===== config.mk =====
export PLATFORM = sky130hd
export DESIGN_NAME = dfs_path_finder_flat
export DESIGN_NICKNAME = d
export VERILOG_FILES = /design/src/rtl/core/dfs_pkg.sv /design/src/rtl/core/dfs_req_if.sv /design/src/rtl/core/dfs_rsp_if.sv /design/src/rtl/core/dfs_datapath.sv /design/src/rtl/core/dfs_controller.sv /design/src/rtl/core/dfs_path_finder.sv /design/src/flat_wrapper.sv
export SDC_FILE = /design/constraint.sdc
export NUM_CORES = 1
export LEC_CHECK = 0
export ABC_AREA = 1
export BUFFER_PORTS_ARGS = -buffer_cell sky130_fd_sc_hd__buf_2
export CORE_MARGIN = 5
export CORE_UTILIZATION = 45
export CTS_CLUSTER_SIZE = 10
export DETAILED_ROUTE_END_ITERATION = 16
export PLACE_DENSITY = 0.59
export SLEW_MARGIN = 10
export SYNTH_ARGS = -nofsm -noshare
export SYNTH_HDL_FRONTEND = slang
export SYNTH_SLANG_ARGS = --single-unit

===== constraint.sdc =====
create_clock -name clock -period 3.44 [get_ports clock]
set_clock_uncertainty 0.2 [all_clocks]
set_input_delay 0.516 -clock clock [delete_from_list [all_inputs] [get_ports clock]]
set_output_delay 0.516 -clock clock [all_outputs]
set_load 0.005 [all_outputs]

===== src/rtl/core/dfs_pkg.sv =====
`default_nettype none

package dfs_pkg;

   localparam int MAX_NODES  = 16;
   localparam int NODE_SLOTS = 16;
   localparam int LIVE_NODES = (MAX_NODES < NODE_SLOTS) ? MAX_NODES : NODE_SLOTS;
   localparam int NODE_W     = $clog2(NODE_SLOTS);
   localparam int DEPTH_W    = $clog2(NODE_SLOTS + 1);
   localparam int OP_W       = 2;

   typedef logic [NODE_W-1:0]             node_type;
   typedef logic [NODE_SLOTS-1:0]         row_type;
   typedef row_type [NODE_SLOTS-1:0]      adj_type;
   typedef logic [DEPTH_W-1:0]            depth_type;

   typedef enum logic [OP_W-1:0] {
      OP_CLEAR = 2'd0,
      OP_ADD   = 2'd1,
      OP_FIND  = 2'd2
   } op_type;

   localparam int GRID_EDGE_COUNT = 12;
   localparam int GRID_EDGES [GRID_EDGE_COUNT][2] = '{
      '{0, 1}, '{0, 3}, '{1, 2}, '{1, 4}, '{2, 5}, '{3, 4},
      '{3, 6}, '{4, 5}, '{4, 7}, '{5, 8}, '{6, 7}, '{7, 8}
   };

   typedef struct packed {
      logic clear;
      logic add;
      logic start;
      logic push;
      logic pop;
      logic pop_load;
      logic load_path;
      logic load_miss;
      logic next_beat;
   } cmd_type;

   typedef struct packed {
      logic hit;
      logic depth_zero;
      logic depth_one;
      logic cand_any;
      logic out_last;
   } status_type;

   function automatic adj_type grid_adjacency();
      adj_type adj;
      int      u;
      int      v;
      adj = '0;
      for (int i = 0; i < GRID_EDGE_COUNT; i++) begin
         u = GRID_EDGES[i][0];
         v = GRID_EDGES[i][1];
         if (u < LIVE_NODES && v < LIVE_NODES) begin
            adj[u][v] = 1'b1;
            adj[v][u] = 1'b1;
         end
      end
      return adj;
   endfunction

   function automatic row_type live_mask();
      row_type m;
      for (int i = 0; i < NODE_SLOTS; i++) begin
         m[i] = (i < LIVE_NODES);
      end
      return m;
   endfunction

   function automatic node_type lowest_set(row_type r);
      node_type n;
      n = '0;
      for (int i = NODE_SLOTS - 1; i >= 0; i--) begin
         if (r[i]) begin
            n = node_type'(i);
         end
      end
      return n;
   endfunction

endpackage

`default_nettype wire


===== src/rtl/core/dfs_req_if.sv =====
`default_nettype none

interface dfs_req_if;
   logic                  valid;
   logic                  ready;
   logic [dfs_pkg::OP_W-1:0] op;
   dfs_pkg::node_type     node_a;
   dfs_pkg::node_type     node_b;

   modport source (output valid, output op, output node_a, output node_b, input ready);
   modport sink   (input valid, input op, input node_a, input node_b, output ready);
endinterface

`default_nettype wire


===== src/rtl/core/dfs_rsp_if.sv =====
`default_nettype none

interface dfs_rsp_if;
   logic              valid;
   logic              ready;
   dfs_pkg::node_type path_node;
   logic              found;
   logic              last;

   modport source (output valid, output path_node, output found, output last, input ready);
   modport sink   (input valid, input path_node, input found, input last, output ready);
endinterface

`default_nettype wire


===== src/rtl/core/dfs_datapath.sv =====
`default_nettype none

module dfs_datapath (
   input  wire logic               clock,
   input  wire logic               reset,
   input  wire dfs_pkg::cmd_type   cmd,
   input  wire dfs_pkg::node_type  node_a,
   input  wire dfs_pkg::node_type  node_b,
   output dfs_pkg::status_type     status,
   output dfs_pkg::node_type       path_node,
   output logic                    found,
   output logic                    last
);

   dfs_pkg::adj_type   adj_ff;
   dfs_pkg::row_type   visited_ff;
   dfs_pkg::depth_type depth_ff;
   dfs_pkg::node_type  top_ff;
   dfs_pkg::node_type  end_ff;
   logic               hit_ff;
   dfs_pkg::node_type  k_ff;
   dfs_pkg::node_type  rd_data_ff;
   dfs_pkg::node_type  path_node_ff;
   logic               found_ff;
   logic               last_ff;

   dfs_pkg::node_type  stack_mem [dfs_pkg::NODE_SLOTS];

   logic               a_live;
   logic               b_live;
   dfs_pkg::row_type   cand;
   dfs_pkg::node_type  next_node;
   dfs_pkg::node_type  rd_addr;
   dfs_pkg::depth_type depth_less2;
   dfs_pkg::depth_type k_plus1;

   assign a_live      = int'(node_a) < dfs_pkg::LIVE_NODES;
   assign b_live      = int'(node_b) < dfs_pkg::LIVE_NODES;
   assign cand        = adj_ff[top_ff] & ~visited_ff & dfs_pkg::live_mask();
   assign next_node   = dfs_pkg::lowest_set(cand);
   assign depth_less2 = depth_ff - dfs_pkg::depth_type'(2);
   assign rd_addr     = cmd.pop ? depth_less2[dfs_pkg::NODE_W-1:0] : k_ff;
   assign k_plus1     = dfs_pkg::depth_type'(k_ff) + dfs_pkg::depth_type'(1);

   always_ff @(posedge clock) begin
      if (reset) begin
         adj_ff <= dfs_pkg::grid_adjacency();
      end else if (cmd.clear) begin
         adj_ff <= '0;
      end else if (cmd.add && a_live && b_live) begin
         adj_ff[node_a][node_b] <= 1'b1;
         adj_ff[node_b][node_a] <= 1'b1;
      end
   end

   always_ff @(posedge clock) begin
      if (cmd.start) begin
         visited_ff <= a_live ? (dfs_pkg::row_type'(1) << node_a) : '0;
         depth_ff   <= a_live ? dfs_pkg::depth_type'(1) : '0;
         top_ff     <= node_a;
         end_ff     <= node_b;
         hit_ff     <= a_live && (node_a == node_b);
         k_ff       <= '0;
      end else if (cmd.push) begin
         visited_ff <= visited_ff | (dfs_pkg::row_type'(1) << next_node);
         depth_ff   <= depth_ff + dfs_pkg::depth_type'(1);
         top_ff     <= next_node;
         hit_ff     <= (next_node == end_ff);
      end else if (cmd.pop) begin
         depth_ff   <= depth_ff - dfs_pkg::depth_type'(1);
      end else if (cmd.pop_load) begin
         top_ff     <= rd_data_ff;
      end else if (cmd.next_beat) begin
         k_ff       <= k_ff + dfs_pkg::node_type'(1);
      end

      if (cmd.load_path) begin
         path_node_ff <= rd_data_ff;
         found_ff     <= 1'b1;
         last_ff      <= (k_plus1 == depth_ff);
      end else if (cmd.load_miss) begin
         path_node_ff <= '0;
         found_ff     <= 1'b0;
         last_ff      <= 1'b1;
      end
   end

   always_ff @(posedge clock) begin
      if (cmd.start && a_live) begin
         stack_mem[0] <= node_a;
      end else if (cmd.push) begin
         stack_mem[depth_ff[dfs_pkg::NODE_W-1:0]] <= next_node;
      end
      rd_data_ff <= stack_mem[rd_addr];
   end

   assign status.hit        = hit_ff;
   assign status.depth_zero = (depth_ff == '0);
   assign status.depth_one  = (depth_ff == dfs_pkg::depth_type'(1));
   assign status.cand_any   = |cand;
   assign status.out_last   = last_ff;

   assign path_node = path_node_ff;
   assign found     = found_ff;
   assign last      = last_ff;

endmodule

`default_nettype wire


===== src/rtl/core/dfs_controller.sv =====
`default_nettype none

module dfs_controller (
   input  wire logic                    clock,
   input  wire logic                    reset,
   input  wire logic                    req_valid,
   input  wire logic [dfs_pkg::OP_W-1:0] req_op,
   output logic                         req_ready,
   output logic                         rsp_valid,
   input  wire logic                    rsp_ready,
   input  wire dfs_pkg::status_type     status,
   output dfs_pkg::cmd_type             cmd
);

   typedef enum logic [2:0] {
      S_IDLE,
      S_SEARCH,
      S_POP_WAIT,
      S_OUT_READ,
      S_OUT_LOAD,
      S_OUT_WAIT
   } state_type;

   state_type state_ff;
   state_type state_in;
   logic      valid_ff;
   logic      valid_in;

   always_comb begin
      cmd      = '0;
      state_in = state_ff;
      valid_in = valid_ff;
      case (state_ff)
         S_IDLE: begin
            if (req_valid) begin
               case (req_op)
                  dfs_pkg::OP_CLEAR: cmd.clear = 1'b1;
                  dfs_pkg::OP_ADD:   cmd.add   = 1'b1;
                  dfs_pkg::OP_FIND: begin
                     cmd.start = 1'b1;
                     state_in  = S_SEARCH;
                  end
                  default: ;
               endcase
            end
         end
         S_SEARCH: begin
            if (status.hit) begin
               state_in = S_OUT_READ;
            end else if (status.depth_zero) begin
               cmd.load_miss = 1'b1;
               valid_in      = 1'b1;
               state_in      = S_OUT_WAIT;
            end else if (status.cand_any) begin
               cmd.push = 1'b1;
            end else begin
               cmd.pop = 1'b1;
               if (!status.depth_one) begin
                  state_in = S_POP_WAIT;
               end
            end
         end
         S_POP_WAIT: begin
            cmd.pop_load = 1'b1;
            state_in     = S_SEARCH;
         end
         S_OUT_READ: begin
            state_in = S_OUT_LOAD;
         end
         S_OUT_LOAD: begin
            cmd.load_path = 1'b1;
            valid_in      = 1'b1;
            state_in      = S_OUT_WAIT;
         end
         S_OUT_WAIT: begin
            if (rsp_ready) begin
               valid_in = 1'b0;
               if (status.out_last) begin
                  state_in = S_IDLE;
               end else begin
                  cmd.next_beat = 1'b1;
                  state_in      = S_OUT_READ;
               end
            end
         end
         default: begin
            state_in = S_IDLE;
            valid_in = 1'b0;
         end
      endcase
   end

   always_ff @(posedge clock) begin
      if (reset) begin
         state_ff <= S_IDLE;
         valid_ff <= 1'b0;
      end else begin
         state_ff <= state_in;
         valid_ff <= valid_in;
      end
   end

   assign req_ready = (state_ff == S_IDLE);
   assign rsp_valid = valid_ff;

endmodule

`default_nettype wire


===== src/rtl/core/dfs_path_finder.sv =====
`default_nettype none

// Depth-first path finder over an undirected graph of up to sixteen nodes, held as an
// adjacency bit matrix that comes out of reset as a 3x3 grid (nodes 0..8, row-major).
// A clear or add-edge beat returns nothing. A find beat searches from node_a to node_b,
// trying neighbors in ascending order, and returns the path start first with last set
// on the final beat, or a single beat with found low when no path exists. Each search
// step pushes the lowest unvisited neighbor or pops; a pop that leaves the stack
// non-empty passes through a wait state to reload the top, since the stack sits in
// a single-read-port memory with registered data. Each result beat passes through a
// read state, a load state and a wait state that holds until rsp ready. A new request
// is taken only after the last beat of the current one has been delivered.
module dfs_path_finder (
   input wire logic  clock,
   input wire logic  reset,
   dfs_req_if.sink   req,
   dfs_rsp_if.source rsp
);

   dfs_pkg::cmd_type    cmd;
   dfs_pkg::status_type status;

   dfs_controller u_ctrl (
      .clock     (clock),
      .reset     (reset),
      .req_valid (req.valid),
      .req_op    (req.op),
      .req_ready (req.ready),
      .rsp_valid (rsp.valid),
      .rsp_ready (rsp.ready),
      .status    (status),
      .cmd       (cmd)
   );

   dfs_datapath u_dp (
      .clock     (clock),
      .reset     (reset),
      .cmd       (cmd),
      .node_a    (req.node_a),
      .node_b    (req.node_b),
      .status    (status),
      .path_node (rsp.path_node),
      .found     (rsp.found),
      .last      (rsp.last)
   );

`ifndef ASSERT_OFF
   a_no_accept_while_output: assert property (@(posedge clock) disable iff (reset)
      rsp.valid |-> !req.ready)
      else $error("request taken while a result beat is pending");

   a_miss_is_single: assert property (@(posedge clock) disable iff (reset)
      (rsp.valid && !rsp.found) |-> (rsp.last && rsp.path_node == '0))
      else $error("not-found beat must be a single last beat with node zero");

   a_path_continues: assert property (@(posedge clock) disable iff (reset)
      (rsp.valid && rsp.ready && !rsp.last) |=> !req.ready)
      else $error("block went idle before the last path beat");

   a_find_busy: assert property (@(posedge clock) disable iff (reset)
      (req.valid && req.ready && req.op == dfs_pkg::OP_FIND) |=> (!req.ready && !rsp.valid))
      else $error("find request did not start a search");
`endif

endmodule

`default_nettype wire

===== src/flat_wrapper.sv =====
// flat-port wrapper written by rule: the top's interface ports become plain ports
module dfs_path_finder_flat 
  (clock, reset, req_valid, req_op, req_node_a, req_node_b, req_ready, rsp_valid, rsp_path_node, rsp_found, rsp_last, rsp_ready);
  dfs_req_if req_i ();
  dfs_rsp_if rsp_i ();
  input wire logic clock;
  input wire logic reset;
  input wire logic [$bits(req_i.valid)-1:0] req_valid;
  input wire logic [$bits(req_i.op)-1:0] req_op;
  input wire logic [$bits(req_i.node_a)-1:0] req_node_a;
  input wire logic [$bits(req_i.node_b)-1:0] req_node_b;
  output wire logic [$bits(req_i.ready)-1:0] req_ready;
  output wire logic [$bits(rsp_i.valid)-1:0] rsp_valid;
  output wire logic [$bits(rsp_i.path_node)-1:0] rsp_path_node;
  output wire logic [$bits(rsp_i.found)-1:0] rsp_found;
  output wire logic [$bits(rsp_i.last)-1:0] rsp_last;
  input wire logic [$bits(rsp_i.ready)-1:0] rsp_ready;
  assign req_i.valid = req_valid;
  assign req_i.op = req_op;
  assign req_i.node_a = req_node_a;
  assign req_i.node_b = req_node_b;
  assign req_ready = req_i.ready;
  assign rsp_valid = rsp_i.valid;
  assign rsp_path_node = rsp_i.path_node;
  assign rsp_found = rsp_i.found;
  assign rsp_last = rsp_i.last;
  assign rsp_i.ready = rsp_ready;
  dfs_path_finder u_core (.clock(clock), .reset(reset), .req(req_i), .rsp(rsp_i));
endmodule

* Word-level counts from Yosys, hierarchy flattened *
Memories as Yosys holds them, arrays and structs flattened. A register that Yosys moved wholly into a read port is not among the register bits.
Cells that the tools add are included.

storage, ports and cells
  register bits = 300
  bits in writable memories = 64
  bits of input ports = 14
  output and inout bits = 8
  logic and storage cells = 177
  memories kept = 1

memories
  name                   depth  bits a word  read ports  clocked after memory_dff  wr ports  RTL line            text
  u_core.u_dp.stack_mem  16     4            1           1                         1         dfs_datapath.sv:27  dfs_pkg::node_type stack_mem [dfs_pkg::NODE_SLOTS];

operators by class
  add/sub/neg operators = 5
  $lt $le $gt $ge = 5
  equal/unequal tests = 19
  shifts and indexed selects = 2
  multiplexer cells = 82
  bitwise logic cells = 9
  reduce and logical (&&, ||, !) cells = 18

operators with widths
  kind                  count
  $or 256x256->256      2
  $mux 136              2
  $demux 16 s4          2
  $mux 4                25
  $mux 16               5
  $bmux 16 s4           1
  $shl 1x4->16 const A  2
  $mux 1                28
  $mux 3                9
  $pmux 3 s6            1
  $and 16x16->16        1
  $not 16->16           1
  $or 16x16->16         1
  $reduce_or 16->1      1
  $lt 4x5->1 const B    3
  $mux 5                2
  $demux 1 s4           2
  $eq 4x4->1            2
  $ge 4x1->1 const B    2
  $mux 2                4
  $ne 4x3->1 const B    2
  $reduce_and 4->1      2
  $reduce_bool 2->1     4
  $eq 3x2->1 const B    2
  other kinds (26)      34

* Depth between registers and ports, before layout *
  word-level depth = 23
  mapped depth = 28
  mapped depth without buffers = 25

* Cells and area by module *
A second synthesis with hierarchy kept.

unflattened totals
  cell total of the unflattened synthesis = 2146
  area total of the unflattened synthesis = 16867.4 µm²

modules (own cells, without submodules)
  module          times used  cells an instance  area each (µm²)  sequential area each (µm²)
  dfs_datapath    1           2082               16520.8          8227.9
  dfs_controller  1           64                 346.6            80.1

* Worst setup path before layout *
Ideal clock, no wire load.

  path kind = reg-to-reg
  start point = register u_core.u_dp.top_ff[0]
  end point = memory u_core.u_dp.stack_mem[0][0] in the netlist's numbering, enable pin
  setup time = 0.372 ns
  arrival = 2.868 ns
  data required time = 2.868 ns
  path slack = 0.000 ns
  stages on the path, launching flop included = 18
  path buffers = 3
  period minus slack after synthesis = 3.440 ns
  cells stage by stage = edfxtp_1 -> buf_6 -> buf_8 -> buf_6 -> a21oi_1 -> o21ai_0 -> nand3_1 -> nand3_1 -> a21o_1 -> nand2_1 -> nor2_1 -> nand2_2 -> nor2_4 -> nor2_1 -> nor2_1 -> inv_1 -> nand3_1 -> a211oi_1

between the ends
  cells in the longest elaborated chain, start to end = 13
  elaborated cells between the ends (all ways) = 14
  those cells by class = mux: 11; bitwise: 1; reduce/logical: 2

RTL lines
  what                                               RTL line              text
  from (decl)                                        dfs_datapath.sv:18    dfs_pkg::node_type top_ff;
  from (signal assigned)                             dfs_datapath.sv:60    top_ff <= node_a;
  from (signal assigned)                             dfs_datapath.sv:67    top_ff <= next_node;
  from (signal assigned)                             dfs_datapath.sv:72    top_ff <= rd_data_ff;
  $bmux 16 s4 *                                      dfs_datapath.sv:39    assign cand = adj_ff[top_ff] & ~visited_ff & dfs_pkg::live_mask();
  $mux 16 (not written as such) *                    dfs_datapath.sv:39
  $and 16x16->16 *                                   dfs_datapath.sv:39
  $reduce_or 16->1 *                                 dfs_datapath.sv:100   assign status.cand_any = |cand;
  $mux 1 *                                           dfs_controller.sv:54  end else if (status.cand_any) begin
  $mux 2 *                                           dfs_controller.sv:50  end else if (status.depth_zero) begin
  $mux 2 *                                           dfs_controller.sv:48  if (status.hit) begin
  $mux 2 *                                           dfs_controller.sv:33  case (state_ff)
  $mux 1 *                                           dfs_datapath.sv:91    end else if (cmd.push) begin
  $mux 1 *                                           dfs_datapath.sv:89    if (cmd.start && a_live) begin
  $mux 1 (not written as such) *                     dfs_datapath.sv:92    stack_mem[depth_ff[dfs_pkg::NODE_W-1:0]] <= next_node;
  $reduce_or 4->1 (no source line)                   n/a
  $mux 4 (no source line) or $mux 1 (tied branches)  n/a
  to (decl)                                          dfs_datapath.sv:27

Every way passes the cells marked *; elsewhere a longest branch is shown, timed or not. The select of a mux whose other input is x is not followed.

* Worst setup path in the final report *
  start point = register u_core.u_dp.top_ff[0]
  end point = register u_core.u_dp.rd_data_ff[0], read port of u_core.u_dp.stack_mem

between the ends
  cells in the longest elaborated chain, start to end = 9

RTL lines
  what                           RTL line              text
  $bmux 16 s4                    dfs_datapath.sv:39
  $mux 16 (not written as such)  dfs_datapath.sv:39
  $and 16x16->16                 dfs_datapath.sv:39
  $reduce_or 16->1               dfs_datapath.sv:100
  $mux 1                         dfs_controller.sv:54
  $mux 2                         dfs_controller.sv:50
  $mux 2                         dfs_controller.sv:48
  $mux 2                         dfs_controller.sv:33
  $mux 4                         dfs_datapath.sv:42    assign rd_addr = cmd.pop ? depth_less2[dfs_pkg::NODE_W-1:0] : k_ff;
  to (decl)                      dfs_datapath.sv:22    dfs_pkg::node_type rd_data_ff;

No other way between the ends. The select of a mux whose other input is x is not followed.
A chain may end at the register's enable or synchronous reset.

==> impl_metrics.tcl <==
set metrics [dict create \
    status "complete, but fails checks" \
    failed_checks "setup timing" \
    multi_input_area_sq_mm 0.007238 \
    synth-seq-cells 368 \
    finalHoldViolations 0 \
    finalWeightedCongestion 0.9291 \
    dr.pass1.iters 6 \
    worstPathArrival_ns 3.76 \
    syn_avg_cell_area_sq_um 7.641 \
    synthArstFlopShare_pct 0 \
    start_kind "flop" \
    clockBufferDepth 3 \
    synth.top_cell.area_share_pct 31.93 \
    drc 0 \
    wl_mm 57.69 \
    pin_count 22 \
    num_rows 71 \
    leakagePower_nw 7.476 \
    fmax_mhz 289.5 \
    end_kind "flop" \
    rsz0062_at_grt "yes" \
    synth_edf_count 94 \
    cts_num_sinks 368 \
    synthFlopType "dfxtp_1" \
    grt_pass1_vias 15028 \
    num-fill-cells 3566 \
    final_max_slew_viol_count 0 \
    syn_area_sq_mm 0.01718 \
    period_needed_ns 3.455 \
    crit_chain "buf_12 -> clkinv_16 -> buf_12 -> buf_4 -> o21ai_1 -> nand3_1 -> nand3_1 -> nand2_1 -> nand2_1 -> nand2_1 -> nor2_2 -> nand2_2 -> nor2_4 -> nand2_4 -> buf_12 -> o21ai_4 -> buf_12 -> buf_8 -> o21ai_0 -> o211ai_1 -> nand3_1 -> nand2_1" \
    fp.dieW_um 205.4 \
    fin_crit_sh_pct 100.4 \
    syn2layout_area_growth_pct 19.11 \
    final_cells 2854 \
    wire_per_inst_um 20.21 \
    num_vias 16004 \
    grt_max_degree 85 \
    coreArea_sq_mm 0.03767 \
    clk_pin_slew_ns 0.06 \
    crit_type "flop to flop" \
    drt_iter0_markers 1883 \
    cts_inserted_buffers 44 \
    grt-ovfl-total 0 \
    p_per_area_mw_per_mm2 695.3 \
    dpl.hpwl_mm 36.88 \
    timing.slew.headroom_pct 44.42 \
    insertion_delay_ns 0.57 \
    dp.cells 2750 \
    worst_slew_pin_slew_ns 0.8328 \
    ys_warn_count 0 \
    setup_viol 2 \
    cts_tree "done" \
    portBuffers 21 \
    htree_levels 2 \
    postPlaceCellArea_sq_mm 0.01822 \
    finalNetCount 2343 \
    cap_violations 0 \
    synthDistinctLibCells 49 \
    die_h_um 205.4 \
    finalWorstSetupSlack_ns -0.01476 \
    grt_first_pass_wirelength_mm 86.22 \
    root_buffer "clkbuf_16" \
    slowest_delay_ns 0.40 \
    crit_path_top_delay_cell "edfxtp_1" \
    hold_class "primary input to flop" \
    ant_nets 0 \
    stdcell_area_sq_mm 0.02046 \
    synth_nets 2269 \
    crit_required_ns 3.74 \
    synth_area_leaders "dfxtp_1 (32%), edfxtp_1 (16%), a21oi_1 (9.8%)" \
    drive_gt1_share_pct 14.60 \
    start_util_pct 45.61 \
    fp.dieArea_sq_mm 0.04218 \
    register_area_sq_mm 0.008308 \
    drt-vias-per-instance 5.608 \
    antenna_found_initial 2 \
    synth_top_cell_by_area "dfxtp_1" \
    vdd_drop_max_mv 0.3885 \
    track_usage_pct 26.28 \
    ys_seq_area_share_pct 48.36 \
    syn_inst 2248 \
    crit_fanout 8 \
]
## power by group
part	total (W)	internal, W	switching (W)	leakage (nW)
Clock	0.00420	0.00243	0.00177	0.606
Sequential	0.00493	0.00477	0.000159	3.06
Combinational	0.00510	0.00194	0.00316	3.81
## state kept, by name (all words and copies together) (netlist names)
signal	count
u_core.u_dp.hit_ff	1
u_core.u_dp.path_node	4
u_core.u_dp.k_ff	4
u_core.u_dp.found	1
u_core.u_dp.top_ff	4
u_core.u_dp.stack_mem	64
u_core.u_ctrl.rsp_valid	1
u_core.u_dp.depth_ff	5
u_core.u_dp.end_ff	4
u_core.u_dp.last	1
u_core.u_dp.adj_ff	256
u_core.u_dp.rd_data_ff	4
u_core.u_ctrl.state_ff	3
u_core.u_dp.visited_ff	16
## placed cells by master (no fill, tap or decap), types with 12 or more instances in the layout
cell       Yosys  final
nand3_1      146    121
buf_12         1     17
nand2_1      245    225
a21oi_1      335    326
buf_4          8     99
o21ai_1       42     69
nor2_1       226    210
nand2_2        6     23
o211ai_1      26     26
buf_6         14     12
dfxtp_1      274    274
edfxtp_1      94     94
o21ai_0      202    162
nand4_1       14     14
inv_1        333    328
o21ai_2       11     24
o22ai_1       74     74
buf_2         20     21
clkbuf_16      0     52
nand3_2        0     25
clkbuf_1      78     15
## what timing repair did
item | in CTS | in global routing
resized for setup | 42 | 145
pin swaps | 4 | 62
endpoints found under the setup margin | 89 | 133
hold endpoints to repair | 2 | 0
hold buffers | 2 | 0
buffers inserted | 3 | 20
gates cloned | 4 | 8
## cells by family (layout without fill, tap and decap cells)
logic type / after synthesis / after routing / share of synthesized area, %
and+or+nand+nor: 650 / 650 / 15.82
adders and majority gates: 7 / 7 / 0.5098
buffers and inverters: 483 / 577 / 11.68
other: 0 / 1 / 0
AOI/OAI and AO/OA: 730 / 730 / 23.11
DFF: 368 / 368 / 48.36
xor gates and xnor gates: 10 / 10 / 0.5098
## worst max-delay path, delay by kind of cell, from the launching register on
kind                   cells  cell delay [ns]
AO/OA/AOI/OAI              4             0.65
flip-flops                 1             0.40
buffers and inverters      7             0.97
AND/OR/NAND/NOR           11             1.16
## cells in the mapped netlist, drive strengths merged, types with 14 or more instances
cell,n
nand2,252
inv,340
o211ai,28
buf,61
o21ai,256
nand4,14
dfxtp,274
nand3,146
clkbuf,79
o22ai,74
edfxtp,94
nor2,230
a21oi,335
## layout make-up
cell class / instances / area share, %
sequential: 368 / 40.61
multi-input combinational: 1397 / 35.38
timing repair buffer: 166 / 8.195
inverter: 343 / 6.531
clock buffer: 63 / 5.981
tap: 511 / 3.125
timing repair inverter: 2 / 0.09785
clock inverter: 3 / 0.07339
antenna: 1 / 0.01223
## routing by layer
layer	share of wire (%)	global-route usage (%)	vias up	wire, um
met1	42	35.17	7510	24120
li1	-	-	7654	-
met5	0.023	0	-	13
met4	4.5	11.39	2	2569
met2	45	41.62	697	26150
met3	8.4	5.154	141	4833
## worst paths after layout
path	startpoint	end	slack, ns	cells past startpoint
setup / recovery	u_core.u_dp.top_ff[0]$_DFFE_PP_	u_core.u_dp.rd_data_ff[0]$_DFF_P_	-0.01	22
setup reg to reg	u_core.u_dp.top_ff[0]$_DFFE_PP_	u_core.u_dp.rd_data_ff[0]$_DFF_P_	-0.01	22
hold / removal	req_node_b[0]	u_core.u_dp.end_ff[0]$_DFFE_PP_	0.04	1
hold reg to reg	u_core.u_dp.adj_ff[236]$_SDFFE_PP0P_	u_core.u_dp.adj_ff[236]$_SDFFE_PP0P_	0.25	2
## metrics by stage
| step | setup slack, ns | power [W] | setup TNS [ns] | hold WS [ns] | utilization (%) |
|---|---|---|---|---|---|
| floorplan | 0.1906 | 0.007585 | 0 | 0.2268 | - |
| global placement | -0.09017 | 0.009122 | -1.379 | 0.2302 | 48.38 |
| detailed placement | -0.1441 | 0.009150 | -4.368 | 0.2376 | 48.38 |
| CTS | 0.005539 | 0.01352 | 0 | 0.01194 | 52.30 |
| global route | -0.1539 | 0.01486 | -1.357 | 0.02208 | 54.32 |
| finish | -0.01476 | 0.01423 | -0.02713 | 0.03633 | 54.32 |
Power figures use the tool's default switching activity.
